$ cat src/lbrpc_pkg.sv
`default_nettype none

package lbrpc_pkg;

    // datapath widths
    localparam int XY_W  = 35;  // signed q16 mm, holds the cordic gain growth
    localparam int Z_W   = 33;  // signed angle, 2^32 units per turn
    localparam int STEPS = 16;

    // 1/K of the cordic in q16
    localparam logic [31:0] INV_GAIN_Q16 = 32'd39797;

    localparam logic signed [Z_W-1:0] QUARTER_TURN = 33'sd1073741824;
    localparam logic signed [Z_W-1:0] HALF_TURN    = 33'sd2147483648;

    localparam logic signed [Z_W-1:0] ATAN_TAB [STEPS] = '{
        33'sd536870912, 33'sd316933406, 33'sd167458907, 33'sd85004757,
        33'sd42667331,  33'sd21354465,  33'sd10679838,  33'sd5340245,
        33'sd2670163,   33'sd1335087,   33'sd667544,    33'sd333772,
        33'sd166886,    33'sd83443,     33'sd41722,     33'sd20861
    };

    // register indexes
    localparam logic [2:0] REG_RANGE_MIN  = 3'd0;
    localparam logic [2:0] REG_RANGE_MAX  = 3'd1;
    localparam logic [2:0] REG_ANGLE_STEP = 3'd2;
    localparam logic [2:0] REG_BOX_X_LOW  = 3'd3;
    localparam logic [2:0] REG_BOX_X_HIGH = 3'd4;
    localparam logic [2:0] REG_BOX_Y_LOW  = 3'd5;
    localparam logic [2:0] REG_BOX_Y_HIGH = 3'd6;
    localparam logic [2:0] REG_HIT_THRESH = 3'd7;

    typedef struct packed {
        logic        [15:0] range_min_mm;
        logic        [15:0] range_max_mm;
        logic signed [15:0] angle_step;
        logic signed [16:0] box_x_low;
        logic signed [16:0] box_x_high;
        logic signed [16:0] box_y_low;
        logic signed [16:0] box_y_high;
        logic        [12:0] hit_threshold;
    } t_cfg;

    // one word moving down the cell chain
    typedef struct packed {
        logic                  valid;
        logic                  first;
        logic                  last;
        logic                  rng_ok;
        logic signed [XY_W-1:0] x;
        logic signed [XY_W-1:0] y;
        logic signed [Z_W-1:0]  z;
    } t_cordic;

endpackage

`default_nettype wire

$ cat src/lbrpc_tail.sv
`default_nettype none

module lbrpc_tail #(
    parameter int HIT_CAP = 4096
) (
    input  wire logic                i_clk,
    input  wire logic                i_rst_n,
    input  wire lbrpc_pkg::t_cordic  i_stage,
    input  wire lbrpc_pkg::t_cfg     i_cfg,
    input  wire logic                i_out_stall,
    output      logic                o_advance,
    output      logic                o_out_valid,
    output      logic [12:0]         o_hit_count,
    output      logic                o_obstacle_found
);
    import lbrpc_pkg::*;

    localparam logic [12:0] CAP = 13'(HIT_CAP);

    typedef struct packed {
        logic valid;
        logic first;
        logic last;
        logic hit;
    } t_hit;

    t_hit        r_d;
    t_hit        n_d;
    logic [12:0] r_hits;
    logic [12:0] base;
    logic [12:0] n_hits;
    logic        r_out_valid;
    logic [12:0] r_out_count;
    logic        r_out_obst;
    logic        load;

    function automatic logic signed [XY_W-1:0] bound(input logic signed [16:0] b);
        return $signed({{(XY_W-33){b[16]}}, b, 16'd0});
    endfunction

    always_comb begin
        n_d.valid = i_stage.valid;
        n_d.first = i_stage.first;
        n_d.last  = i_stage.last;
        n_d.hit   = i_stage.rng_ok
                 && (i_stage.x >= bound(i_cfg.box_x_low))
                 && (i_stage.x <= bound(i_cfg.box_x_high))
                 && (i_stage.y >= bound(i_cfg.box_y_low))
                 && (i_stage.y <= bound(i_cfg.box_y_high));
    end

    // chain freezes only when a second end of scan meets a waiting result
    assign o_advance = !(r_d.valid && r_d.last && r_out_valid && i_out_stall);
    assign load      = o_advance && r_d.valid && r_d.last;

    always_comb begin
        base   = r_d.first ? 13'd0 : r_hits;
        n_hits = base + {12'd0, (r_d.hit && (base < CAP))};
    end

    always_ff @(posedge i_clk) begin
        if (!i_rst_n) begin
            r_d.valid   <= 1'b0;
            r_hits      <= '0;
            r_out_valid <= 1'b0;
        end else begin
            if (o_advance) begin
                r_d <= n_d;
                if (r_d.valid) begin
                    r_hits <= r_d.last ? 13'd0 : n_hits;
                end
            end
            if (load) begin
                r_out_valid <= 1'b1;
            end else if (!i_out_stall) begin
                r_out_valid <= 1'b0;
            end
        end
    end

    always_ff @(posedge i_clk) begin
        if (load) begin
            r_out_count <= n_hits;
            r_out_obst  <= (n_hits >= i_cfg.hit_threshold);
        end
    end

    assign o_out_valid      = r_out_valid;
    assign o_hit_count      = r_out_count;
    assign o_obstacle_found = r_out_obst;

`ifndef NO_ASSERTIONS
    a_hits_capped: assert property (@(posedge i_clk) disable iff (!i_rst_n)
        r_hits <= CAP)
        else $error("running hit count above cap");

    a_result_follows_last: assert property (@(posedge i_clk) disable iff (!i_rst_n)
        load |=> o_out_valid)
        else $error("end of scan consumed without a result");

    a_out_count_capped: assert property (@(posedge i_clk) disable iff (!i_rst_n)
        o_out_valid |-> (o_hit_count <= CAP))
        else $error("result count above cap");

    a_freeze_only_on_wait: assert property (@(posedge i_clk) disable iff (!i_rst_n)
        !o_advance |-> (o_out_valid && r_d.valid && r_d.last))
        else $error("chain frozen without a waiting result");
`endif

endmodule

`default_nettype wire

$ cat config.mk
export PLATFORM = sky130hd
export DESIGN_NAME = lbrpc_tail
export DESIGN_NICKNAME = d
export VERILOG_FILES = /design/src/lbrpc_pkg.sv /design/src/lbrpc_tail.sv
export SDC_FILE = /design/constraint.sdc
export NUM_CORES = 1
export LEC_CHECK = 0
export BUFFER_PORTS_ARGS = -buffer_cell sky130_fd_sc_hd__buf_2
export CORE_AREA = 3 3 97 99
export DETAILED_ROUTE_END_ITERATION = 16
export DIE_AREA = 0 0 100 102
export PLACE_DENSITY = 0.86
export SLEW_MARGIN = 15
export SYNTH_ARGS = -nofsm -noshare
export SYNTH_HDL_FRONTEND = slang
export SYNTH_SLANG_ARGS = --single-unit
export TNS_END_PERCENT = 10
$ cat constraint.sdc
create_clock -name i_clk -period 4.45 [get_ports i_clk]
set_input_delay 0.89 -clock i_clk [delete_from_list [all_inputs] [get_ports i_clk]]
set_output_delay 0.89 -clock i_clk [all_outputs]
set_load 0.02 [all_outputs]
==> impl_metrics.toml <==
[clock_network]
root_buffer = "clkbuf_8"
cts_tree = "done"
cts.repair.resized = 0
clk_latency_ns = 0.28
clkTransAtPathRegs_ns = 0.06
postCtsSetupBuffers = 0
ctsHoldBuffers = 0
numCtsBuffers = 5
cts_max_path_buffers = 2
cts.sinks = 32
htreeDepth = 2

[critical_path]
cp_data_arrival_time_ns = 3.57
path_max_fanout = 14
critPathKind = "flop to flop"
regToRegSetupSlack_ns = 1.03
cp.required_ns = 4.60
start_kind = "flop"
r2r_cells = 13
r2r_end = "o_obstacle_found"
timing.rr.start = "r_d[2]"
end_kind = "flop"
setup.worst_path.start = "r_d[2]"

[cells_and_area]
fin_nets = 950
final_common_cell = "buf_2"
diodes = 0
mostFrequentLayoutCells = "173 x buf_2, 91 x ha_1, 87 x inv_1"
drive_gt1_frac = 0.295
area_delta_synth_final_pct = 29.0

[synth]
syn-num-nets = 773
ys.flop_type = "edfxtp_1"
syn_inst = 443
synth-seq-cells = 32
ys_seq_area_frac = 0.219
synthArstFlopShare = 0
synth_cell_types = 46
netlist_area_mm2 = 0.00370
synth_warnings = 0
syn_avg_cell_area_um2 = 8.35
synth_top_area_frac = 0.308
synth_edf_count = 17
yosys.area.top_type = "ha_1"
netlist_top_cells_area = "ha_1 31%, edfxtp_1 14%, inv_1 8.8%"

[floorplanning]
fp.dieH_um = 102
rows = 34
start_util = 0.428
die_w_um = 100
ios = 255
coreArea_mm2 = 0.00864
dieArea_mm2 = 0.0102

[route]
drt-wirelength-per-cell_um = 15.0
drc = 0
drt_pass1_iterations = 4
vias = 3904
antenna_left = 0
drt_iter0_drc = 91
routed_via_density = 5.36
wirelength_um = 10900

[power_and_ir_drop]
leakage_nw = 2.58
max-vdd-ir-drop_v = 0.0000921
total_power_mw = 0.796
power_density_mw_per_mm2 = 167

[global_route]
antenna_found_initial = 0
grt_pass1_wl_um = 17500
grt-ovfl-total = 0
grt_max_degree = 18
grt_pass1_vias = 3959
grtUsageTotal = 0.212

[sta]
period_minus_slack_ns = 3.42
tightestPinTransition_ns = 0.726
final_hold_viol_count = 0
fin_skew_ns = 0.00780
finalSetupViolations = 0
fin_tns_setup_ns = 0
fmax_mhz = 293
grt_setup_unrepaired = "false"
layout_setup_ws_ns = 1.03
slew-limit-headroom = 0.516
timing.final.crit_share = 0.768
slew_viol_final = 0

[hold_path]
hp-class = "flop to flop"
holdPathEnd = "r_hits[0]"
min_from = "r_hits[0]"
hold-path-cell-count = 2

[placed_design]
gp_congestion = 0.903
pre_cts_ws_ns = 1.02
hpwl_um = 9860
io_buffers = 173

[run]
max_cap_violations = 0

[outcome]
status = "finished clean"
per-stage QoR:
step | utilization | hold WS, ns | instance area, um2 | cells
6_report | 0.552 | 0.482 | 4770 | 729
2_1_floorplan | - | 0.436 | 3700 | 443
5_1_grt | 0.552 | 0.517 | 4770 | 729
3_3_place_gp | 0.543 | 0.447 | 4690 | 721
3_5_place_dp | 0.543 | 0.465 | 4690 | 721
4_1_cts | 0.552 | 0.474 | 4770 | 729
routing by layer:
layer,up-vias,share of wire,global-route usage
li1,1950,-,-
met1,1748,0.42,0.251
met2,183,0.47,0.385
met3,23,0.095,0.0457
met4,0,0.022,0.0622
met5,-,0,0
cells by family (layout without fill, tap and decap cells):
logic type | count (synthesis) | after routing | share of synthesized area
simple gates | 130 | 130 | 0.196
fa+ha+maj | 91 | 91 | 0.308
buf+inv | 90 | 268 | 0.0914
compound gates | 89 | 89 | 0.159
flops | 32 | 32 | 0.219
xor+xnor | 11 | 11 | 0.0261
worst max-delay path: stages, from the launching register on:
cell and delay [ns]:
edfxtp_1 0.61, inv_1 0.15, a21boi_0 0.23, ha_1 0.22, ha_1 0.21, nand4b_1 0.18, nor4_1 0.40, xnor2_1 0.16
nor2_1 0.10, ha_1 0.34, nand4_1 0.10, o31ai_1 0.27, o22a_1 0.19, o21a_1 0.12
synthesized netlist by cell type (2+ instances only):
cell       number
a31oi_1         2
nor2b_1        21
nor4_1         13
nor3_1          5
nand2b_1        2
nor2_1         17
nand2_1        21
a21o_1         10
xor2_1          2
or3_2           2
nand3b_1        5
or3_1           2
nand4_1        20
a21boi_0        5
ha_1           91
inv_1          87
a22oi_1        10
a2111oi_0       2
o22ai_1         4
a21oi_1        23
o21ai_0        13
nand3_1        13
dfxtp_1        15
xnor2_1         9
edfxtp_1       17
a211oi_1        5
a41oi_1         2
nor4_2          2
o31ai_1         2
o21a_1          3
clkbuf_1        3
how the worst max path moves through the flow:
stage          slack, ns  depth (start not counted)                to
2_1_floorplan       1.42                         14  o_obstacle_found
3_3_place_gp        1.11                         13  o_obstacle_found
3_5_place_dp        1.02                         13  o_obstacle_found
4_1_cts             1.03                         13  o_obstacle_found
5_1_grt             0.70                         14  o_obstacle_found
6_report            1.03                         13  o_obstacle_found
area by class of cell:
type                    count  area [um2]
repair buffers            173         866
clock buffers               6        72.6
well taps                 108         135
inverters                  87         327
clock inverters             2        7.51
fillers                   788        3860
multi-input cells         321        2550
flip-flops and latches     32         811
report_power, final:
group	internal [mW]	total (mW)	leakage, nW	switching [mW]
Combinational	0.133	0.273	2.25	0.139
Clock	0.106	0.204	0.0403	0.0976
Sequential	0.315	0.319	0.295	0.00426
Total	0.554	0.796	2.58	0.241
registers in the layout, indices dropped and copies added (netlist names):
register and cells:
r_d 4, o_out_valid 1, r_hits 13, o_obstacle_found 1, o_hit_count 13
(Power assumes the default switching activity.)
