`src/lbrpc_pkg.sv`:
```
`default_nettype none

package lbrpc_pkg;

    // datapath widths
    localparam int XY_W  = 35;  // signed q16 mm, holds the cordic gain growth
    localparam int Z_W   = 33;  // signed angle, 2^32 units per turn
    localparam int STEPS = 16;

    // 1/K of the cordic in q16
    localparam logic [31:0] INV_GAIN_Q16 = 32'd39797;

    localparam logic signed [Z_W-1:0] QUARTER_TURN = 33'sd1073741824;
    localparam logic signed [Z_W-1:0] HALF_TURN    = 33'sd2147483648;

    localparam logic signed [Z_W-1:0] ATAN_TAB [STEPS] = '{
        33'sd536870912, 33'sd316933406, 33'sd167458907, 33'sd85004757,
        33'sd42667331,  33'sd21354465,  33'sd10679838,  33'sd5340245,
        33'sd2670163,   33'sd1335087,   33'sd667544,    33'sd333772,
        33'sd166886,    33'sd83443,     33'sd41722,     33'sd20861
    };

    // register indexes
    localparam logic [2:0] REG_RANGE_MIN  = 3'd0;
    localparam logic [2:0] REG_RANGE_MAX  = 3'd1;
    localparam logic [2:0] REG_ANGLE_STEP = 3'd2;
    localparam logic [2:0] REG_BOX_X_LOW  = 3'd3;
    localparam logic [2:0] REG_BOX_X_HIGH = 3'd4;
    localparam logic [2:0] REG_BOX_Y_LOW  = 3'd5;
    localparam logic [2:0] REG_BOX_Y_HIGH = 3'd6;
    localparam logic [2:0] REG_HIT_THRESH = 3'd7;

    typedef struct packed {
        logic        [15:0] range_min_mm;
        logic        [15:0] range_max_mm;
        logic signed [15:0] angle_step;
        logic signed [16:0] box_x_low;
        logic signed [16:0] box_x_high;
        logic signed [16:0] box_y_low;
        logic signed [16:0] box_y_high;
        logic        [12:0] hit_threshold;
    } t_cfg;

    // one word moving down the cell chain
    typedef struct packed {
        logic                  valid;
        logic                  first;
        logic                  last;
        logic                  rng_ok;
        logic signed [XY_W-1:0] x;
        logic signed [XY_W-1:0] y;
        logic signed [Z_W-1:0]  z;
    } t_cordic;

endpackage

`default_nettype wire

```
`src/lbrpc_cell.sv`:
```
`default_nettype none

module lbrpc_cell #(
    parameter int STEP = 0
) (
    input  wire logic                i_clk,
    input  wire logic                i_rst_n,
    input  wire logic                i_en,
    input  wire lbrpc_pkg::t_cordic  i_stage,
    output      lbrpc_pkg::t_cordic  o_stage
);
    import lbrpc_pkg::*;

    localparam logic signed [Z_W-1:0] ATAN = ATAN_TAB[STEP];

    t_cordic                r_q;
    t_cordic                n_q;
    logic signed [XY_W-1:0] dx;
    logic signed [XY_W-1:0] dy;

    // floor shift is an arithmetic shift
    always_comb begin
        dx        = i_stage.x >>> STEP;
        dy        = i_stage.y >>> STEP;
        n_q       = i_stage;
        if (i_stage.z >= 0) begin
            n_q.x = i_stage.x - dy;
            n_q.y = i_stage.y + dx;
            n_q.z = i_stage.z - ATAN;
        end else begin
            n_q.x = i_stage.x + dy;
            n_q.y = i_stage.y - dx;
            n_q.z = i_stage.z + ATAN;
        end
    end

    always_ff @(posedge i_clk) begin
        if (!i_rst_n) begin
            r_q.valid <= 1'b0;
        end else if (i_en) begin
            r_q <= n_q;
        end
    end

    assign o_stage = r_q;

endmodule

`default_nettype wire

```
`config.mk`:
```
export PLATFORM = sky130hd
export DESIGN_NAME = lbrpc_cell
export DESIGN_NICKNAME = d
export VERILOG_FILES = /design/src/lbrpc_pkg.sv /design/src/lbrpc_cell.sv
export SDC_FILE = /design/constraint.sdc
export NUM_CORES = 1
export LEC_CHECK = 0
export BUFFER_PORTS_ARGS = -buffer_cell sky130_fd_sc_hd__buf_2
export CAP_MARGIN = 30
export CELL_PAD_IN_SITES_DETAIL_PLACEMENT = 2
export CELL_PAD_IN_SITES_GLOBAL_PLACEMENT = 2
export CORE_MARGIN = 2
export CORE_UTILIZATION = 35
export DETAILED_ROUTE_END_ITERATION = 6
export PLACE_DENSITY_LB_ADDON = 0.1
export SLEW_MARGIN = 10
export SYNTH_ARGS = -nofsm -noshare
export SYNTH_HDL_FRONTEND = slang
export SYNTH_SLANG_ARGS = --single-unit
```
`constraint.sdc`:
```
create_clock -name i_clk -period 12.1 [get_ports i_clk]
set_clock_uncertainty 0.05 [all_clocks]
set_input_delay 3.63 -clock i_clk [delete_from_list [all_inputs] [get_ports i_clk]]
set_output_delay 3.63 -clock i_clk [all_outputs]
set_load 0.1 [all_outputs]
```
==> results of run 1 <==
[per-layer routing]
metal / up-vias / routed length, µm / GRT usage / part of all wire
li1: 4154 / - / - / -
met1: 4358 / 16600 / 0.340 / 0.45
met2: 247 / 17600 / 0.440 / 0.48
met3: 41 / 1680 / 0.0381 / 0.046
met4: 0 / 657 / 0.0607 / 0.018
met5: - / 0 / 0 / 0
[worst max-delay path, stage by stage]
cell,delay [ps]
buf_2,110
inv_1,40
ha_1,570
nor3_1,160
o31a_1,370
a211oi_2,460
nor3_1,160
o41ai_2,500
o31a_1,290
o31ai_1,130
a211oi_1,340
xor2_1,120
[worst max path at each step]
stage / depth (start not counted) / startpoint / slack [ps] / endpoint
2_1_floorplan: 1 / i_en / 5520 / o_stage[0]
3_3_place_gp: 12 / i_stage[35] / 4980 / o_stage[100]
3_5_place_dp: 12 / i_stage[47] / 4890 / o_stage[99]
4_1_cts: 12 / i_stage[34] / 5250 / o_stage[99]
5_1_grt: 12 / i_stage[35] / 5040 / o_stage[100]
6_report: 12 / i_stage[35] / 5260 / o_stage[100]
[synth_stat cells, drive strengths merged (4+ instances only)]
cell     count
xor2        11
nand4       15
o311ai       4
a21boi       5
buf         18
or4          4
o31a         6
nand3       18
mux2i       17
a211o        4
xnor2       58
nand2       43
inv        112
nand2b       9
nor2b       14
o21ai       80
o21bai      12
ha         106
and3         5
o2111ai      4
a21o        14
fa           4
o21a        10
nor4         9
clkbuf      33
a31oi       13
or3          6
a211oi      10
edfxtp     105
nor3        24
o211ai      10
o31ai       15
nor2        97
a21oi      124
[placed cells by master, fill, tap and decap left out, types with 12 or more instances in the layout]
cell,n
a21o_1,14
a21oi_1,124
a31oi_1,13
buf_2,216
edfxtp_1,105
ha_1,106
inv_1,112
mux2i_1,17
nand2_1,43
nand3_1,18
nand4_1,15
nor2_1,97
nor2b_1,14
nor3_1,24
o21ai_0,75
o21bai_1,12
o31ai_1,15
xnor2_1,58
[through the flow]
step | hold slack [ps] | cell area [µm²] | std cells | setup WS, ps
after global placement | 455 | 10600 | 1565 | 4980
after global routing | 548 | 10900 | 1582 | 5040
after CTS | 504 | 10900 | 1581 | 5250
after floorplan | 931 | 9310 | 1062 | 5520
final | 496 | 10900 | 1582 | 5260
after detailed placement | 480 | 10600 | 1565 | 4890
[cell families (layout without fill, tap and decap cells)]
family / Yosys count / count (layout) / synth area share
and+or+nand+nor: 256 / 256 / 0.130
buffers and inverters: 164 / 349 / 0.0668
AOI/OAI and AO/OA: 340 / 340 / 0.228
adders and majority gates: 110 / 110 / 0.151
xor gates and xnor gates: 69 / 69 / 0.0649
DFF: 106 / 106 / 0.341
muxes: 17 / 17 / 0.0183
[area by class of cell]
class	instances	area, µm²	share of cell area
Multi-Input combinational cell	792	5520	0.504
Sequential cell	106	3170	0.290
Timing Repair Buffer	220	1120	0.102
Inverter	113	424	0.0388
Tap cell	335	419	0.0383
Clock buffer	10	229	0.0209
Clock inverter	6	61.3	0.00560
[power breakdown]
group / internal [mW] / switching (mW) / total, mW
logic: 0.158 / 0.527 / 0.685
clock network: 0.146 / 0.171 / 0.317
registers: 0.456 / 0.0101 / 0.466
total: 0.760 / 0.707 / 1.47
==> out/summary.txt, run 1 <==
Ys flop type = edfxtp_1
CTS resizes = 0
Fill cells = 2936
Max-cap check violation count = 0
Unrepaired setup endpoints after global routing = no
LEAKAGE = 4.80 nW
Yosys warns = 0
Die Y = 167 µm
Worst-case clock buffer depth = 2
Register area share after synthesis = 0.341
Clk root buf = clkbuf_16
Final Wtd Congestion = 0.869
Gr ovfl total = 0
Setup TNS = 0 ps
Critical Path AT = 6890 ps
Hold path endpoint = o_stage[106]
CTS Buf Count = 9
Top post-synthesis cells by area = edfxtp_1, ha_1, a21oi_1
Initial drt markers = 500
Final ANT Viol Nets = 0
Syn avg cell area = 8.77 µm²
CTS Sinks = 106
Post-layout util = 0.420
Max frequency = 146 MHz
Post-synth ARST share = 0
Die ar. = 0.0279 mm²
First-pass GRT wire length = 56.0 mm
Register-to-Register Setup Slack = 11440 ps
Worst skew pair latency = 360 ps
Post-synth top area cell = edfxtp_1
Slew headroom = 0.356
WS Path Type = in -> reg
Worst VDD drop = 0.0649 mV
Hold Buf Count CTS = 0
Period Utilization, post-route = 0.565
Via count = 8800
DRT Pass-1 Iters = 4
Crit path capture type = flop
Final hold vios = 0
Reg2Reg Launch Point = o_stage[106]
Routed vias/inst = 5.56
CP max FO = 14
CTS tree = done
Initial core utilization = 0.357
Synth top area share = 0.339
Critical R2R Capture = o_stage[106]
IO Port Bufs = 216
Post-synth EDFFs = 105
Actual slew at the worst max-slew pin = 966 ps
Vias in the first global route = 9396
Total power = 1.47 mW
Final Slew Violations = 0
Wire per inst = 23.1 µm
Core footprint = 0.0261 mm²
GRT Total Usage = 0.256
Startpoint class of the critical path = input pin
Setup bufs post-CTS = 0
Largest register FFs = 106
IO Count = 217
H-tree levels = 3
#FFs+latches synth = 106
HP Start = o_stage[106]
CP required = 12150 ps
Initial antenna violation count = 0
Area Growth Syn to Fin = 17.5%
Hold-critical path depth = 2
Clock-pin slew on the worst setup and hold paths = 80 ps
Syn Nets = 1282
Depth of the most critical reg-to-reg path = 2
Minimum clock period = 6840 ps
Setup violators final = 0
Antenna diode count = 0
DRC Markers = 0
Hpwl dp = 29.1 mm
Final-stage net count = 1462
Routed wire length = 36.5 mm
Hold Crit Class = reg -> reg
Pwr Density = 134 mW/mm²
Mapped Area = 0.00931 mm²
Row count = 59
Share of cells above drive strength 1 = 0.197
Maximum number of pins on one net before global-route repair = 68
Gate Count Post-Synth = 1062
Outcome = finished, final reports clean
Width of the die = 167 µm
Post-synth cell types = 66
Note: power is estimated with default switching activity, not from simulation.
==> run 2, diff against run 1 <==
--- a/config.mk
+++ b/config.mk
@@ -10,7 +10,7 @@
 export CELL_PAD_IN_SITES_DETAIL_PLACEMENT = 2
 export CELL_PAD_IN_SITES_GLOBAL_PLACEMENT = 2
 export CORE_MARGIN = 2
-export CORE_UTILIZATION = 35
+export CORE_UTILIZATION = 33
 export DETAILED_ROUTE_END_ITERATION = 6
 export PLACE_DENSITY_LB_ADDON = 0.1
 export SLEW_MARGIN = 10
==> constraint.sdc (replaced) <==
create_clock -name i_clk -period 7 [get_ports i_clk]
set_clock_uncertainty 0.05 [all_clocks]
set_input_delay 2.1 -clock i_clk [delete_from_list [all_inputs] [get_ports i_clk]]
set_output_delay 2.1 -clock i_clk [all_outputs]
set_load 0.1 [all_outputs]
==> run 2 against run 1 <==
- first-iteration DRC count increased by 3.0%
- sequential share of layout area decreased by 0.20 points
- hold slack got worse by 7.8 ps
==> out/summary.txt, run 2 (synthesis gave the netlist of run 1 again) <==
CTS Buf Count = 9
Pwr Density = 229 mW/mm²
IO Count = 217
Cell Area, Placed = 0.0107 mm²
Routed wire length = 35.9 mm
Final hold vios = 0
Worst-case clock buffer depth = 2
CTS Sinks = 106
Fill cells = 3224
Final Wtd Congestion = 0.854
Sequential share of power = 0.320
Slew headroom = 0.489
Setup violators final = 0
Hold Buf Count CTS = 0
GRT Total Usage = 0.240
Inst Count DP = 1609
Outcome = finished, final reports clean
Switching Fraction = 0.479
CTS tree = done
Max frequency = 184 MHz
Slowest Stage Delay on Critical Path = 570 ps
Worst VDD drop = 0.113 mV
Final-stage net count = 1463
Worst skew pair latency = 360 ps
Hold Crit Class = reg -> reg
Routed vias/inst = 5.44
Setup ws final = 1560 ps
Final Slew Violations = 0
Via count = 8841
WS Path Type = in -> reg
Die ar. = 0.0296 mm²
Setup bufs post-CTS = 0
Vias in the first global route = 9280
First-pass GRT wire length = 54.5 mm
DRT Pass-1 Iters = 5
Startpoint class of the critical path = input pin
Initial antenna violation count = 0
Most common cell after layout, fill and taps aside = buf_2
Final ANT Viol Nets = 0
Slowest cell on crit path = ha_1
Pint = 1.31 mW
CTS resizes = 0
Hpwl dp = 28.9 mm
Total power = 2.52 mW
Cells along the critical path = buf_2 > inv_1 > ha_1 > nor3b_1 > o311ai_2 > o2111ai_2 > o311ai_1 > nand3_1 > a21boi_1 > o41ai_1 > a21boi_0 > xnor2_1
Final Non-Filler Cells = 1626
Reg area = 0.00317 mm²
Width of the die = 172 µm
Actual slew at the worst max-slew pin = 767 ps
Commonest cells after routing, fill and taps aside = buf_2, a21oi_1, inv_1
LEAKAGE = 4.82 nW
Switch Pwr = 1.21 mW
Row count = 61
CP max FO = 14
Minimum clock period = 5440 ps
CP required = 7080 ps
Maximum number of pins on one net before global-route repair = 58
Core footprint = 0.0278 mm²
Initial core utilization = 0.335
Gr ovfl total = 0
Period Utilization, post-route = 0.777
Max-cap check violation count = 0
Post-route cell area = 0.0110 mm²
Initial drt markers = 515
Share of cells above drive strength 1 = 0.198
Place WS = 1210 ps
H-tree levels = 3
Unrepaired setup endpoints after global routing = no
Largest register FFs = 106
Antenna diode count = 0
Clk root buf = clkbuf_16
Clock-pin slew on the worst setup and hold paths = 80 ps
Clk network pwr share = 0.211
Setup TNS = 0 ps
Die Y = 172 µm
DRC Markers = 0
Multi-input gate area in the final layout = 0.00552 mm²
Area Growth Syn to Fin = 18.3%
Comb pwr share = 0.469
Critical Path AT = 5510 ps
IO Port Bufs = 216
Crit path capture type = flop
Wire per inst = 22.1 µm
-- run 2: cell types whose count changed in the layout (fill, tap and decap cells not counted), sizes merged --
cell,previous run,this run
clkinv,3,4
buf,219,220
clkinvlp,1,0
-- run 2: routing by layer --
layer  GRT usage  wire (µm)
met1       0.319      16000
met5           0          0
met3      0.0341       2140
met2       0.414      17100
met4      0.0504        575
-- run 2: final timing paths --
kind                start           end  slack, ps  cells past startpoint
max           i_stage[35]   o_stage[97]       1560                     12
min          o_stage[106]  o_stage[106]        490                      2
max reg2reg  o_stage[106]  o_stage[106]       6350                      2
min reg2reg  o_stage[106]  o_stage[106]        490                      2
-- run 2: power groups by stage --
| stage | registers (mW) | logic [mW] | clock network, mW |
|---|---|---|---|
| after floorplan | 1.26 | 0.441 | 0 |
| after global placement | 0.818 | 1.16 | 0 |
| after detailed placement | 0.823 | 1.18 | 0 |
| after CTS | 0.809 | 1.18 | 0.544 |
| after global routing | 0.813 | 1.25 | 0.565 |
| final | 0.807 | 1.18 | 0.533 |
-- run 2: metrics by stage --
step	hold WS [ps]	util
4_1_cts	498	0.396
2_1_floorplan	931	-
5_1_grt	518	0.397
6_report	488	0.397
3_5_place_dp	484	0.386
3_3_place_gp	453	0.385
-- run 2: cell type report --
cell class	count	area share
Multi-Input combinational cell	792	0.501
Sequential cell	106	0.288
Timing Repair Buffer	221	0.104
Tap cell	378	0.0429
Inverter	113	0.0385
Clock buffer	10	0.0208
Clock inverter	6	0.00522
-- run 2: worst max-delay path, delay by kind of cell --
family	cells	cell delay, ps
AO/OA/AOI/OAI	6	2190
adder cells (fa/ha/maj)	1	570
AND/OR/NAND/NOR	2	380
buffers and inverters	2	150
XOR/XNOR	1	90
==> run 3, diff against run 2 <==
==> constraint.sdc (replaced) <==
create_clock -name i_clk -period 5.39 [get_ports i_clk]
set_clock_uncertainty 0.05 [all_clocks]
set_input_delay 1.617 -clock i_clk [delete_from_list [all_inputs] [get_ports i_clk]]
set_output_delay 1.617 -clock i_clk [all_outputs]
set_load 0.1 [all_outputs]
==> run 3 against run 2 <==
- combinational power rose by 33%
- largest power group unchanged
- count of clock-buffer cells in the layout fell by 1
- critical path depth did not move
- critical endpoint is now o_stage[99]
==> out/summary.txt, run 3 (synthesis gave the netlist of run 1 again) <==
Worst-case clock buffer depth = 2
Final hold vios = 0
Sequential share of power = 0.315
Pint = 1.73 mW
Vias in the first global route = 9398
Depth of the most critical reg-to-reg path = 2
Worst skew pair latency = 360 ps
First-pass GRT wire length = 55.8 mm
Largest register FFs = 106
Cells along the critical path = buf_2 > inv_1 > ha_1 > nor3b_1 > o311ai_2 > o2111ai_2 > o211a_1 > o31a_1 > a211o_1 > a21o_1 > a221oi_2 > xnor2_1
Setup ws final = 750 ps
Crit path capture type = flop
Slowest Stage Delay on Critical Path = 410 ps
Worst VDD drop = 0.138 mV
Max frequency = 216 MHz
CP max FO = 6
CTS tree = done
Reg area = 0.00317 mm²
WS Path Type = in -> reg
Comb pwr share = 0.473
Area Growth Syn to Fin = 20.1%
Place WS = 426 ps
IO Count = 217
Most common cell after layout, fill and taps aside = buf_2
Final ANT Viol Nets = 0
Routed vias/inst = 5.39
Initial drt markers = 440
Final-stage net count = 1486
Critical R2R Capture = o_stage[106]
Reg2Reg Launch Point = o_stage[106]
Commonest cells after routing, fill and taps aside = buf_2, a21oi_1, inv_1
CTS Sinks = 106
Period Utilization, post-route = 0.861
Via count = 8881
LEAKAGE = 4.91 nW
Max-cap check violation count = 0
Startpoint class of the critical path = input pin
Routed wire length = 36.7 mm
Slowest cell on crit path = a211o_1
Clk root buf = clkbuf_16
DRT Pass-1 Iters = 4
Switch Pwr = 1.59 mW
Cell Area, Placed = 0.0109 mm²
Initial core utilization = 0.335
CTS Buf Count = 9
Gr ovfl total = 0
Outcome = finished, final reports clean
Hold-critical path depth = 2
Clock-pin slew on the worst setup and hold paths = 80 ps
Die ar. = 0.0296 mm²
Switching Fraction = 0.480
Initial antenna violation count = 0
Fill cells = 3256
Clk network pwr share = 0.212
Hold Crit Class = reg -> reg
Row count = 61
Critical Path AT = 4700 ps
HP Start = o_stage[106]
Unrepaired setup endpoints after global routing = no
Final Slew Violations = 0
CTS resizes = 0
Slew headroom = 0.534
Minimum clock period = 4640 ps
Setup bufs post-CTS = 0
Setup violators final = 0
GRT Total Usage = 0.247
Setup TNS = 0 ps
Core footprint = 0.0278 mm²
Buf+Inv Stages, Crit Path = 2
CP required = 5450 ps
Worst path depth = 12
Actual slew at the worst max-slew pin = 698 ps
Share of cells above drive strength 1 = 0.213
Wire per inst = 22.3 µm
H-tree levels = 3
Multi-input gate area in the final layout = 0.00552 mm²
Post-route cell area = 0.0112 mm²
DRC Markers = 0
Die Y = 172 µm
Width of the die = 172 µm
CP top delay family = compound AO/OA/AOI/OAI gates
Antenna diode count = 0
Final Wtd Congestion = 0.880
Hold Buf Count CTS = 0
Pwr Density = 297 mW/mm²
Hpwl dp = 29.9 mm
IO Port Bufs = 216
Maximum number of pins on one net before global-route repair = 50
Hold path endpoint = o_stage[106]
Register-to-Register Setup Slack = 4730 ps
-- run 3: changes by cell type in the layout (fill, tap and decap cells not counted) --
cell	before	now
clkinv_4	3	0
dlymetal6s2s_1	1	0
buf_16	1	0
inv_8	2	0
buf_8	0	1
clkinv_8	0	2
clkbuf_1	1	0
clkinv_1	1	2
inv_6	1	4
buf_4	3	27
-- run 3: cell type report --
class | count | share of cell area
flip-flops and latches | 106 | 0.284
repair buffers | 244 | 0.116
clock buffers | 9 | 0.0201
clock inverters | 7 | 0.00638
multi-input cells | 792 | 0.494
well taps | 378 | 0.0423
inverters | 113 | 0.0379
-- run 3: how the worst max path moves through the flow --
stage,startpoint,end,slack [ps]
3_3_place_gp,i_stage[39],o_stage[99],550
5_1_grt,i_stage[37],o_stage[97],560
2_1_floorplan,i_en,o_stage[0],830
6_report,i_stage[34],o_stage[99],750
4_1_cts,i_stage[39],o_stage[97],800
3_5_place_dp,i_stage[39],o_stage[99],430
-- run 3: power by group through the flow --
stage	clock network, mW	logic, mW	registers (mW)
floorplan	0	0.573	1.64
global placement	0	1.53	1.06
detailed placement	0	1.56	1.07
CTS	0.722	1.57	1.05
global route	0.742	1.67	1.06
finish	0.705	1.57	1.05
-- run 3: tightest hold or removal path: stages, from the launching register on --
cell and delay (ps):
dfxtp_1 320, mux2i_1 120, nor2b_1 60
-- run 3: per-layer routing --
metal | track usage | share of wire | wire, µm
met1 | 0.332 | 0.46 | 16800
met2 | 0.432 | 0.48 | 17700
met3 | 0.0275 | 0.046 | 1700
met4 | 0.0471 | 0.013 | 480
met5 | 0 | 0 | 0
-- run 3: metrics by stage --
step / utilization / std cells / hold slack [ps] / total power [mW]
global route: 0.403 / 1649 / 555 / 3.46
floorplan: - / 1062 / 931 / 2.21
CTS: 0.403 / 1649 / 508 / 3.34
finish: 0.403 / 1649 / 498 / 3.32
global placement: 0.391 / 1632 / 450 / 2.59
detailed placement: 0.392 / 1633 / 495 / 2.63
