**src/lbrpc_pkg.sv**
```systemverilog
`default_nettype none

package lbrpc_pkg;

    // datapath widths
    localparam int XY_W  = 35;  // signed q16 mm, holds the cordic gain growth
    localparam int Z_W   = 33;  // signed angle, 2^32 units per turn
    localparam int STEPS = 16;

    // 1/K of the cordic in q16
    localparam logic [31:0] INV_GAIN_Q16 = 32'd39797;

    localparam logic signed [Z_W-1:0] QUARTER_TURN = 33'sd1073741824;
    localparam logic signed [Z_W-1:0] HALF_TURN    = 33'sd2147483648;

    localparam logic signed [Z_W-1:0] ATAN_TAB [STEPS] = '{
        33'sd536870912, 33'sd316933406, 33'sd167458907, 33'sd85004757,
        33'sd42667331,  33'sd21354465,  33'sd10679838,  33'sd5340245,
        33'sd2670163,   33'sd1335087,   33'sd667544,    33'sd333772,
        33'sd166886,    33'sd83443,     33'sd41722,     33'sd20861
    };

    // register indexes
    localparam logic [2:0] REG_RANGE_MIN  = 3'd0;
    localparam logic [2:0] REG_RANGE_MAX  = 3'd1;
    localparam logic [2:0] REG_ANGLE_STEP = 3'd2;
    localparam logic [2:0] REG_BOX_X_LOW  = 3'd3;
    localparam logic [2:0] REG_BOX_X_HIGH = 3'd4;
    localparam logic [2:0] REG_BOX_Y_LOW  = 3'd5;
    localparam logic [2:0] REG_BOX_Y_HIGH = 3'd6;
    localparam logic [2:0] REG_HIT_THRESH = 3'd7;

    typedef struct packed {
        logic        [15:0] range_min_mm;
        logic        [15:0] range_max_mm;
        logic signed [15:0] angle_step;
        logic signed [16:0] box_x_low;
        logic signed [16:0] box_x_high;
        logic signed [16:0] box_y_low;
        logic signed [16:0] box_y_high;
        logic        [12:0] hit_threshold;
    } t_cfg;

    // one word moving down the cell chain
    typedef struct packed {
        logic                  valid;
        logic                  first;
        logic                  last;
        logic                  rng_ok;
        logic signed [XY_W-1:0] x;
        logic signed [XY_W-1:0] y;
        logic signed [Z_W-1:0]  z;
    } t_cordic;

endpackage

`default_nettype wire

```
**src/lbrpc_front.sv**
```systemverilog
`default_nettype none

module lbrpc_front (
    input  wire logic                i_clk,
    input  wire logic                i_rst_n,
    input  wire logic                i_en,
    input  wire logic                i_valid,
    input  wire logic [15:0]         i_range_mm,
    input  wire logic [15:0]         i_start_angle,
    input  wire logic                i_first_sample,
    input  wire logic                i_last_sample,
    input  wire lbrpc_pkg::t_cfg     i_cfg,
    output      lbrpc_pkg::t_cordic  o_stage
);
    import lbrpc_pkg::*;

    typedef struct packed {
        logic        valid;
        logic        first;
        logic        last;
        logic        rng_ok;
        logic [15:0] range;
        logic [15:0] ang;
    } t_sample;

    typedef struct packed {
        logic        valid;
        logic        first;
        logic        last;
        logic        rng_ok;
        logic [31:0] prod;
        logic [15:0] ang;
    } t_prod;

    logic [15:0] r_scan_angle;
    logic [15:0] n_ang;
    t_sample     r_a;
    t_sample     n_a;
    t_prod       r_b;
    t_prod       n_b;
    t_cordic     r_c;
    t_cordic     n_c;

    logic signed [Z_W-1:0]  z_wide;
    logic signed [XY_W-1:0] x_pos;

    // angle of this sample, running angle steps after every sample
    always_comb begin
        n_ang      = i_first_sample ? i_start_angle : r_scan_angle;
        n_a.valid  = i_valid;
        n_a.first  = i_first_sample;
        n_a.last   = i_last_sample;
        n_a.rng_ok = (i_range_mm >= i_cfg.range_min_mm) && (i_range_mm <= i_cfg.range_max_mm);
        n_a.range  = i_range_mm;
        n_a.ang    = n_ang + 16'h8000;  // half turn
    end

    always_comb begin
        n_b.valid  = r_a.valid;
        n_b.first  = r_a.first;
        n_b.last   = r_a.last;
        n_b.rng_ok = r_a.rng_ok;
        n_b.prod   = {16'd0, r_a.range} * INV_GAIN_Q16;
        n_b.ang    = r_a.ang;
    end

    // fold into the right half plane, negating x
    always_comb begin
        z_wide     = $signed({r_b.ang[15], r_b.ang, 16'd0});
        x_pos      = $signed({3'd0, r_b.prod});
        n_c.valid  = r_b.valid;
        n_c.first  = r_b.first;
        n_c.last   = r_b.last;
        n_c.rng_ok = r_b.rng_ok;
        n_c.y      = '0;
        if (z_wide > QUARTER_TURN) begin
            n_c.z = z_wide - HALF_TURN;
            n_c.x = -x_pos;
        end else if (z_wide < -QUARTER_TURN) begin
            n_c.z = z_wide + HALF_TURN;
            n_c.x = -x_pos;
        end else begin
            n_c.z = z_wide;
            n_c.x = x_pos;
        end
    end

    always_ff @(posedge i_clk) begin
        if (!i_rst_n) begin
            r_scan_angle <= '0;
            r_a.valid    <= 1'b0;
            r_b.valid    <= 1'b0;
            r_c.valid    <= 1'b0;
        end else if (i_en) begin
            if (i_valid) begin
                r_scan_angle <= n_ang + i_cfg.angle_step;
            end
            r_a <= n_a;
            r_b <= n_b;
            r_c <= n_c;
        end
    end

    assign o_stage = r_c;

endmodule

`default_nettype wire

```
**config.mk**
```make
export PLATFORM = sky130hd
export DESIGN_NAME = lbrpc_front
export DESIGN_NICKNAME = d
export VERILOG_FILES = /design/src/lbrpc_pkg.sv /design/src/lbrpc_front.sv
export SDC_FILE = /design/constraint.sdc
export NUM_CORES = 1
export LEC_CHECK = 0
export BUFFER_PORTS_ARGS = -buffer_cell sky130_fd_sc_hd__clkbuf_2
export CAP_MARGIN = 20
export CORE_UTILIZATION = 45
export DETAILED_ROUTE_END_ITERATION = 7
export PLACE_DENSITY_LB_ADDON = 0.05
export SYNTH_ARGS = -nofsm -noshare
export SYNTH_HDL_FRONTEND = slang
export SYNTH_SLANG_ARGS = --single-unit
```
**constraint.sdc**
```tcl
create_clock -name i_clk -period 7.9 [get_ports i_clk]
set_input_delay 0 -clock i_clk [delete_from_list [all_inputs] [get_ports i_clk]]
set_output_delay 0 -clock i_clk [all_outputs]
set_load 0.05 [all_outputs]
```
==> flow_summary.toml, run 1 <==
[setup_path]
worst_r2r_path_depth = 21
cpPeakStageDelay_ps = 600
r2r-start = "r_a[22]"
slowest_stage = "edfxtp_1"
critPathCaptureType = "flop"
start_kind = "flop"
crit_buf_inv = 7
r2r_end = "r_b[47]"
arrival_ps = 6590
path_max_fanout = 6
cp.required_ps = 8090
regToRegSetupSlack_ps = 1490
path_depth = 21
path_cells = "inv_1 -> fa_1 -> fa_1 -> inv_1 -> fa_1 -> inv_1 -> fa_1 -> inv_1 -> fa_1 -> inv_1 -> fa_1 -> inv_1 -> ha_1 -> inv_1 -> a2111oi_4 -> a21oi_2 -> o211ai_2 -> o211ai_2 -> o22ai_2 -> nor4_1 -> a311o_1"
crit_top_cell = "inv_1"
endpoint = "r_b[47]"
critPathLaunch = "r_a[22]"
worst-setup-path-type = "reg2reg"
crit_family = "adder cells"

[sta]
clock.fmax_ghz = 0.156
skew_ps = 14.3
setup_tns_ps = 0
period_share = 0.811
fin_crit_ps = 6410
relSlewSlack = 0.362
maxSlewViolCount = 0
hold_slack_ps = 92.3
finalSetupViolCount = 0
worst_pin_slew_ps = 957
hold_viol = 0
rsz0062_at_grt = "no"

[die]
dieArea_sq_um = 29500
coreArea_sq_um = 28100
fp.dieH_microns = 172
fp-row-count = 61
design.portCount = 274
dieWidth_microns = 172
initial_core_util = 0.461

[global_routing]
grt_usage = 0.174
grt_overflow = 0
antenna_found_initial = 0
grt_pass1_wl_microns = 39500
grt_pass1_vias = 7886
grt_start_max_net_pins = 81

[logic_synthesis]
synth.most_common_cell = "inv_1"
synthFlopType = "edfxtp_1"
ys_ff_latch = 160
synth_top_area_cell = "edfxtp_1"
yosys.area_share.adder = 0.327
ys_top_cells_by_count = "216 x inv_1, 172 x ha_1, 141 x edfxtp_1"
synthTopCellsByArea = "edfxtp_1 33%, ha_1 17%, fa_1 16%"
synth_xor_area_frac = 0.0419
synth_top_family_by_area = "adder cells"
synth_area_sq_um = 13000
synthArstFlopShare = 0
synth_compound_area_frac = 0.0970
synthMuxAreaShare = 0.0160
synth_cells = 1148
yosysWarnings = 0
ys_types = 65
synth.top_cell.area_share = 0.327
seq_area_frac_synth = 0.356
synth_edf_count = 141
synthSimpleGateAreaFrac = 0.0644
avgSynthCellArea_sq_um = 11.3

[finish]
ff_latch_area_sq_um = 4610
fin_util = 0.529
drive_above_1_share = 0.152
antennaDiodeCount = 0
multi_input_area_sq_um = 7270
final_area_sq_um = 14900
nNetsFinal = 1775
synthToLayoutAreaGrowth_pct = 14.8
fill_cells = 2588

[place]
dpl.hpwl_microns = 19200
gp_congestion = 0.828
io_buffers = 141
placed_area_sq_um = 13900

[detailed_routing]
first_pass_iters = 4
wire_per_inst_microns = 14.3
drcViolationCount = 0
first_iter_violations = 333
avgViaCountPerCell = 4.74
ant_nets = 0
via_count = 8159
finalWirelength_microns = 24600

[clock_network]
clock_latency_ps = 430
cts_tree = "done"
clock_path_buffers = 2
cts_root_buf = "clkbuf_16"
clkSinkCount = 160
htreeDepth = 4
cts.repair.resized = 0
clk_pin_slew_ps = 80
cts_buffers = 17

[power_and_ir_drop]
p_leak_uw = 0.00703
ir_worst_vdd_uv = 330
power_density_nw_per_um2 = 459

[flow_run]
maxCapViolCount = 0

[outcome]
status = "finished clean"

[hold_path]
hp-class = "in2reg"
==> registers in the layout, indices dropped and copies added (netlist names) <==
signal        count
o_stage          56
r_b              48
n_b              20
r_a              16
r_scan_angle     16
n_c               4
==> stage by stage <==
stage               setup slack [ps]  instances  total power, uW
floorplan                       2080       1198             5170
global placement                1560       1654             5940
detailed placement              1470       1654             5950
CTS                             1450       1723             6890
global route                    1200       1723             7560
finish                          1490       1723             6830
==> worst min path at each step <==
stage | startpoint | endpoint | slack [ps] | depth (start not counted)
2_1_floorplan | i_last_sample | n_b[49] | 100 | 0
3_3_place_gp | i_last_sample | n_b[49] | 180 | 1
3_5_place_dp | i_last_sample | n_b[49] | 180 | 1
4_1_cts | i_cfg[94] | r_scan_angle[14] | 90 | 5
5_1_grt | i_cfg[91] | r_scan_angle[10] | 110 | 4
6_report | i_cfg[94] | r_scan_angle[14] | 90 | 5
==> per-layer routing <==
metal | global-route usage | vias to the layer above | part of all wire
li1 | - | 4174 | -
met4 | 0.0540 | 0 | 0.015
met1 | 0.244 | 3790 | 0.50
met5 | 0 | - | 0
met2 | 0.278 | 173 | 0.45
met3 | 0.0232 | 22 | 0.030
==> tightest hold or removal path, cell delays in order <==
cell and delay, ps:
clkbuf_2 80, ha_1 170, nor3b_1 60, nand3_1 70, o211ai_1 80
==> layout by cell type (no fill, tap or decap), drive strengths merged, types with 4 or more instances in the layout <==
cell,count
o211ai,6
nor2,37
mux2i,5
dlygate4sd3,37
a211oi,9
dfxtp,19
xor2,24
clkbuf,159
fa,104
ha,172
o31ai,10
and2,9
clkinv,6
nor4,9
nor3,12
inv,224
nor2b,9
a21boi,5
mux2,14
o21ai,35
conb,51
o21bai,8
a21oi,57
nand3,18
a21o,23
edfxtp,141
nand2,36
o21a,9
xnor2,38
nand4,8
nand2b,10
a31oi,4
==> layout make-up <==
type                            count  area share
Clock buffer                       18      0.0303
Clock inverter                     14      0.0106
Inverter                          216      0.0545
Multi-Input combinational cell    757       0.489
Sequential cell                   160       0.310
Tap cell                          378      0.0318
Timing Repair Buffer              180      0.0734
==> what timing repair did <==
item | in CTS | in global routing
endpoints found under the hold margin | 39 | 0
hold buffers | 37 | 0
setup buffers | 0 | 0
==> logic make-up after synthesis <==
family,after synthesis
AOI/OAI and AO/OA,186
xor gates and xnor gates,62
adders and majority gates,276
buffers and inverters,281
DFF,160
muxes,19
other,1
and+or+nand+nor,163
==> where the power goes <==
part	switching [uW]	total, uW	leakage [uW]	internal (uW)
clock network	424	869	0.000299	446
registers	92.2	1390	0.00148	1300
logic	2650	4570	0.00525	1910
Note: power is estimated with default switching activity, not from simulation.
==> run 2, diff against run 1 <==
ABC_AREA = 1   (was not set)
clock period = 6.5 ns   (was 7.9 ns; I/O delays follow)
==> flow_summary.toml, run 2 <==
[hold_path]
hold_depth = 4
hp-class = "in2reg"

[global_routing]
grt_pass1_vias = 9393
grt_start_max_net_pins = 86
antenna_found_initial = 0
grt_usage = 0.191
grt_use_met1 = 0.275
top_usage_layer = "met2"
grt_overflow = 0
grtUsageMet2 = 0.302
grt_pass1_wl_microns = 46400
met3_usage = 0.0258

[place]
gp_congestion = 0.876
placed_area_sq_um = 14800
dpl.hpwl_microns = 23800
post-place-ws_ps = 852
io_buffers = 141

[setup_path]
cp.required_ps = 6680
path_max_fanout = 5
arrival_ps = 5800
start_kind = "flop"
critPathCaptureType = "flop"
worst-setup-path-type = "reg2reg"
worst_r2r_path_depth = 18

[detailed_routing]
wire_per_inst_microns = 13.6
finalWirelength_microns = 28500
drcViolationCount = 0
first_pass_iters = 5
ant_nets = 0
via_count = 9639
first_iter_violations = 424
avgViaCountPerCell = 4.61

[finish]
final_cell_mix = "333 x inv_1, 263 x nand2_1, 172 x ha_1"
fin_util = 0.524
largest_register_ff_count = 56
drive_above_1_share = 0.117
final_area_sq_um = 15700
nNetsFinal = 2129
antennaDiodeCount = 0
synthToLayoutAreaGrowth_pct = 13.5
fill_cells = 2897
final_common_cell = "inv_1"

[sta]
period_share = 0.865
skew_ps = 12.0
hold_slack_ps = 17.2
worst_pin_slew_ps = 989
clock.fmax_ghz = 0.178
finalSetupViolCount = 0
setup_tns_ps = 0
rsz0062_at_grt = "no"
fin_crit_ps = 5620
maxSlewViolCount = 0
layout_setup_ws_ps = 879
relSlewSlack = 0.337
hold_viol = 0

[logic_synthesis]
synth.top_cell.area_share = 0.306
synthArstFlopShare = 0
ys_top_cells_by_count = "334 x inv_1, 263 x nand2_1, 172 x ha_1"
synth.most_common_cell = "inv_1"
avgSynthCellArea_sq_um = 9.19
synth_area_sq_um = 13800
ys_types = 43
synth_cells = 1504
synth_top_area_cell = "edfxtp_1"
synth_edf_count = 141
synthFlopType = "edfxtp_1"
seq_area_frac_synth = 0.334
synthTopCellsByArea = "edfxtp_1 31%, ha_1 16%, fa_1 15%"
yosysWarnings = 0
ys_ff_latch = 160

[clock_network]
clk_pin_slew_ps = 70
cts.repair.resized = 0
cts_root_buf = "clkbuf_16"
clock_latency_ps = 430
clock_path_buffers = 2
cts_buffers = 17
htreeDepth = 4
cts_tree = "done"
clkSinkCount = 160

[die]
dieArea_sq_um = 31400
design.portCount = 274
coreArea_sq_um = 30000
initial_core_util = 0.461
fp-row-count = 63
fp.dieH_microns = 177
dieWidth_microns = 177

[flow_run]
maxCapViolCount = 0

[power_and_ir_drop]
p_leak_uw = 0.00796
power_density_nw_per_um2 = 549
ir_worst_vdd_uv = 457

[outcome]
status = "finished clean"
-- run 2: changes by cell type after synthesis, moves of 21 or more --
| cell | before | now |
|---|---|---|
| nor2_1 | 37 | 89 |
| inv_1 | 216 | 334 |
| nand3_1 | 18 | 68 |
| xnor2_1 | 38 | 12 |
| a21oi_1 | 56 | 79 |
| o21ai_0 | 28 | 51 |
| nand2_1 | 36 | 263 |
| a21o_1 | 22 | 1 |
-- run 2: where the power goes --
group / internal (uW) / switching [uW] / leakage [uW]
combinational: 2130 / 3780 / 0.00619
sequential: 1570 / 115 / 0.00148
clock: 549 / 463 / 0.000293
total: 4250 / 4360 / 0.00796
-- run 2: worst max-delay path, cell delays in order, from the launching register on --
cell,delay [ps]
edfxtp_1,550
inv_1,230
fa_1,540
fa_1,510
inv_1,50
fa_1,540
fa_1,440
fa_1,540
inv_1,50
fa_1,520
inv_1,40
ha_1,350
nand2_1,100
nor2_1,210
inv_1,100
nor3_1,210
nand3_1,170
nand4_1,120
nand2_1,70
-- run 2: cell families after synthesis --
logic type	count (synthesis)	synth area share
buffers and inverters	395	0.123
XOR/XNOR	44	0.0279
other	1	0.000271
adder cells (fa/ha/maj)	276	0.306
flip-flops	160	0.334
AO/OA/AOI/OAI	145	0.0552
multiplexers	2	0.00163
AND/OR/NAND/NOR	481	0.152
-- run 2: path summary, 6_finish.rpt --
kind,start,to,slack [ps]
min reg2reg,n_b[14],r_b[14],420
max,r_a[26],r_b[41],880
max reg2reg,r_a[26],r_b[41],880
min,i_cfg[81],r_scan_angle[0],20
-- run 2: cell type report --
type / instances / area [sq um] / share of cell area
flip-flops and latches: 160 / 4610 / 0.294
clock inverters: 14 / 173 / 0.0110
multi-input cells: 999 / 7690 / 0.490
repair buffers: 174 / 1030 / 0.0659
well taps: 390 / 488 / 0.0311
clock buffers: 18 / 429 / 0.0274
inverters: 334 / 1260 / 0.0802
-- run 2: what timing repair did --
item,4_1_cts,5_1_grt
buffers inserted,0,0
endpoints found under the setup margin,0,0
hold buffers,32,0
endpoints found under the hold margin,35,0
-- run 2: layer usage --
layer | wire length [microns] | vias up
li1 | - | 5067
met2 | 12600 | 181
met3 | 744 | 20
met5 | 0 | -
met1 | 14700 | 4371
met4 | 363 | 0
-- run 2: metrics by stage --
stage / instances / total power, uW
after CTS: 2089 / 8710
after floorplan: 1554 / 6250
after detailed placement: 2025 / 7620
final: 2089 / 8610
after global routing: 2089 / 9640
after global placement: 2025 / 7630
==> run 3, diff against run 2 <==
ABC_AREA = not set   (was 1)
clock period = 7.13 ns   (was 6.5 ns; I/O delays follow)
==> flow_summary.toml, run 3 (same netlist as run 1, synthesis figures left out) <==
[clock_network]
htreeDepth = 4
clock_path_buffers = 2
clkSinkCount = 160
clock_latency_ps = 430
cts_root_buf = "clkbuf_16"
cts.repair.resized = 0
cts_buffers = 17
cts_tree = "done"
clk_pin_slew_ps = 80
cts_setup_buffers = 0

[setup_path]
cpPeakStageDelay_ps = 550
arrival_ps = 6500
r2r-start = "r_a[24]"
path_cells = "inv_1 -> fa_1 -> fa_1 -> inv_1 -> fa_1 -> inv_1 -> fa_1 -> inv_1 -> fa_1 -> inv_1 -> fa_1 -> inv_1 -> ha_1 -> inv_1 -> a2111oi_4 -> a21oi_2 -> o211ai_2 -> o211ai_2 -> o22ai_2 -> nor4_1 -> a311o_1"
critPathLaunch = "r_a[24]"
slowest_stage = "edfxtp_1"
crit_family = "adder cells"
worst-setup-path-type = "reg2reg"
crit_buf_inv = 7
cp.required_ps = 7320
critPathCaptureType = "flop"
path_max_fanout = 6
crit_top_cell = "inv_1"
start_kind = "flop"

[place]
placed_area_sq_um = 13900
dp.cells = 1654
gp_congestion = 0.812
io_buffers = 141
dpl.hpwl_microns = 19200

[finish]
ff_latch_area_sq_um = 4610
final_area_sq_um = 14900
final_common_cell = "inv_1"
fill_cells = 2569
synthToLayoutAreaGrowth_pct = 14.8
multi_input_area_sq_um = 7270
final_cell_mix = "216 x inv_1, 172 x ha_1, 141 x clkbuf_2, 141 x edfxtp_1, 104 x fa_1"
antennaDiodeCount = 0
nNetsFinal = 1775
instances_no_fill = 1723
largest_register_ff_count = 56
drive_above_1_share = 0.152

[sta]
clock.fmax_ghz = 0.158
hold_viol = 0
rsz0062_at_grt = "no"
skew_ps = 16.3
relSlewSlack = 0.384
setup_tns_ps = 0
finalSetupViolCount = 0
worst_pin_slew_ps = 923
fin_crit_ps = 6310
hold_slack_ps = 96.9
maxSlewViolCount = 0
period_share = 0.886

[power_and_ir_drop]
pwr-share-clk = 0.127
power_uw = 7520
p_comb_frac = 0.668
p_switching_uw = 3470
ir_worst_vdd_uv = 389
power_density_nw_per_um2 = 506
p_sw_frac = 0.462
p_leak_uw = 0.00703
power_frac_seq = 0.205
p_int_uw = 4050

[die]
design.portCount = 274
dieArea_sq_um = 29500
dieWidth_microns = 172
coreArea_sq_um = 28100
fp-row-count = 61
initial_core_util = 0.461
fp.dieH_microns = 172

[detailed_routing]
avgViaCountPerCell = 4.73
via_count = 8151
first_pass_iters = 4
drcViolationCount = 0
finalWirelength_microns = 24500
met2_length_microns = 11200
first_iter_violations = 290
drt-met1-wl_microns = 12300
dr_wl_met3_microns = 681
wire_per_inst_microns = 14.2
top_layer = "met4"
ant_nets = 0

[outcome]
status = "finished clean"

[global_routing]
grt_pass1_vias = 8152
grt_start_max_net_pins = 78
antenna_found_initial = 0
grt_pass1_wl_microns = 40700
grt_usage = 0.180
grt_overflow = 0

[hold_path]
min_from = "i_cfg[95]"
hp-class = "in2reg"

[flow_run]
maxCapViolCount = 0
## run 3: changes by cell type in the layout (fill, tap and decap cells not counted), moves of 24 or more
cell,previous run,this run
o21ai_0,51,27
inv_1,333,216
xnor2_1,12,38
nand2_1,263,36
nor2_1,89,37
nand3_1,68,18
## run 3: worst paths after layout
check / depth (start not counted) / endpoint / slack (ps)
setup / recovery: 21 / r_b[47] / 820
hold / removal: 4 / r_scan_angle[14] / 100
setup reg to reg: 21 / r_b[47] / 820
hold reg to reg: 0 / r_b[12] / 410
## run 3: final cells by class
type                       count  share of cell area
timing repair buffer         180              0.0734
tap                          378              0.0318
inverter                     216              0.0545
multi-input combinational    757               0.489
sequential                   160               0.310
clock inverter                14              0.0109
clock buffer                  18              0.0303
## run 3: per-layer routing
metal	vias to the layer above	global-route usage
li1	4181	-
met1	3790	0.255
met2	157	0.283
met3	23	0.0244
met4	0	0.0590
met5	-	0
## run 3: timing repair
action	4_1_cts	5_1_grt
hold buffers	37	0
endpoints found under the setup margin	0	0
endpoints found under the hold margin	39	0
## run 3: power by group through the flow
stage	logic (uW)	clock network (uW)	registers, uW
floorplan	4080	0	1650
global placement	5020	0	1560
detailed placement	5010	0	1560
CTS	5080	985	1540
global route	5800	1020	1560
finish	5030	953	1540
## run 3: metrics by stage
step                      worst slack (ps)   util
final                                  815  0.529
after global routing                   506  0.529
after CTS                              787  0.529
after detailed placement               794  0.494
after global placement                 832  0.494
after floorplan                       1310      -
## run 3: worst min-delay path: stages
cell,delay (ps)
clkbuf_2,90
ha_1,190
nand3b_1,120
o211ai_1,70
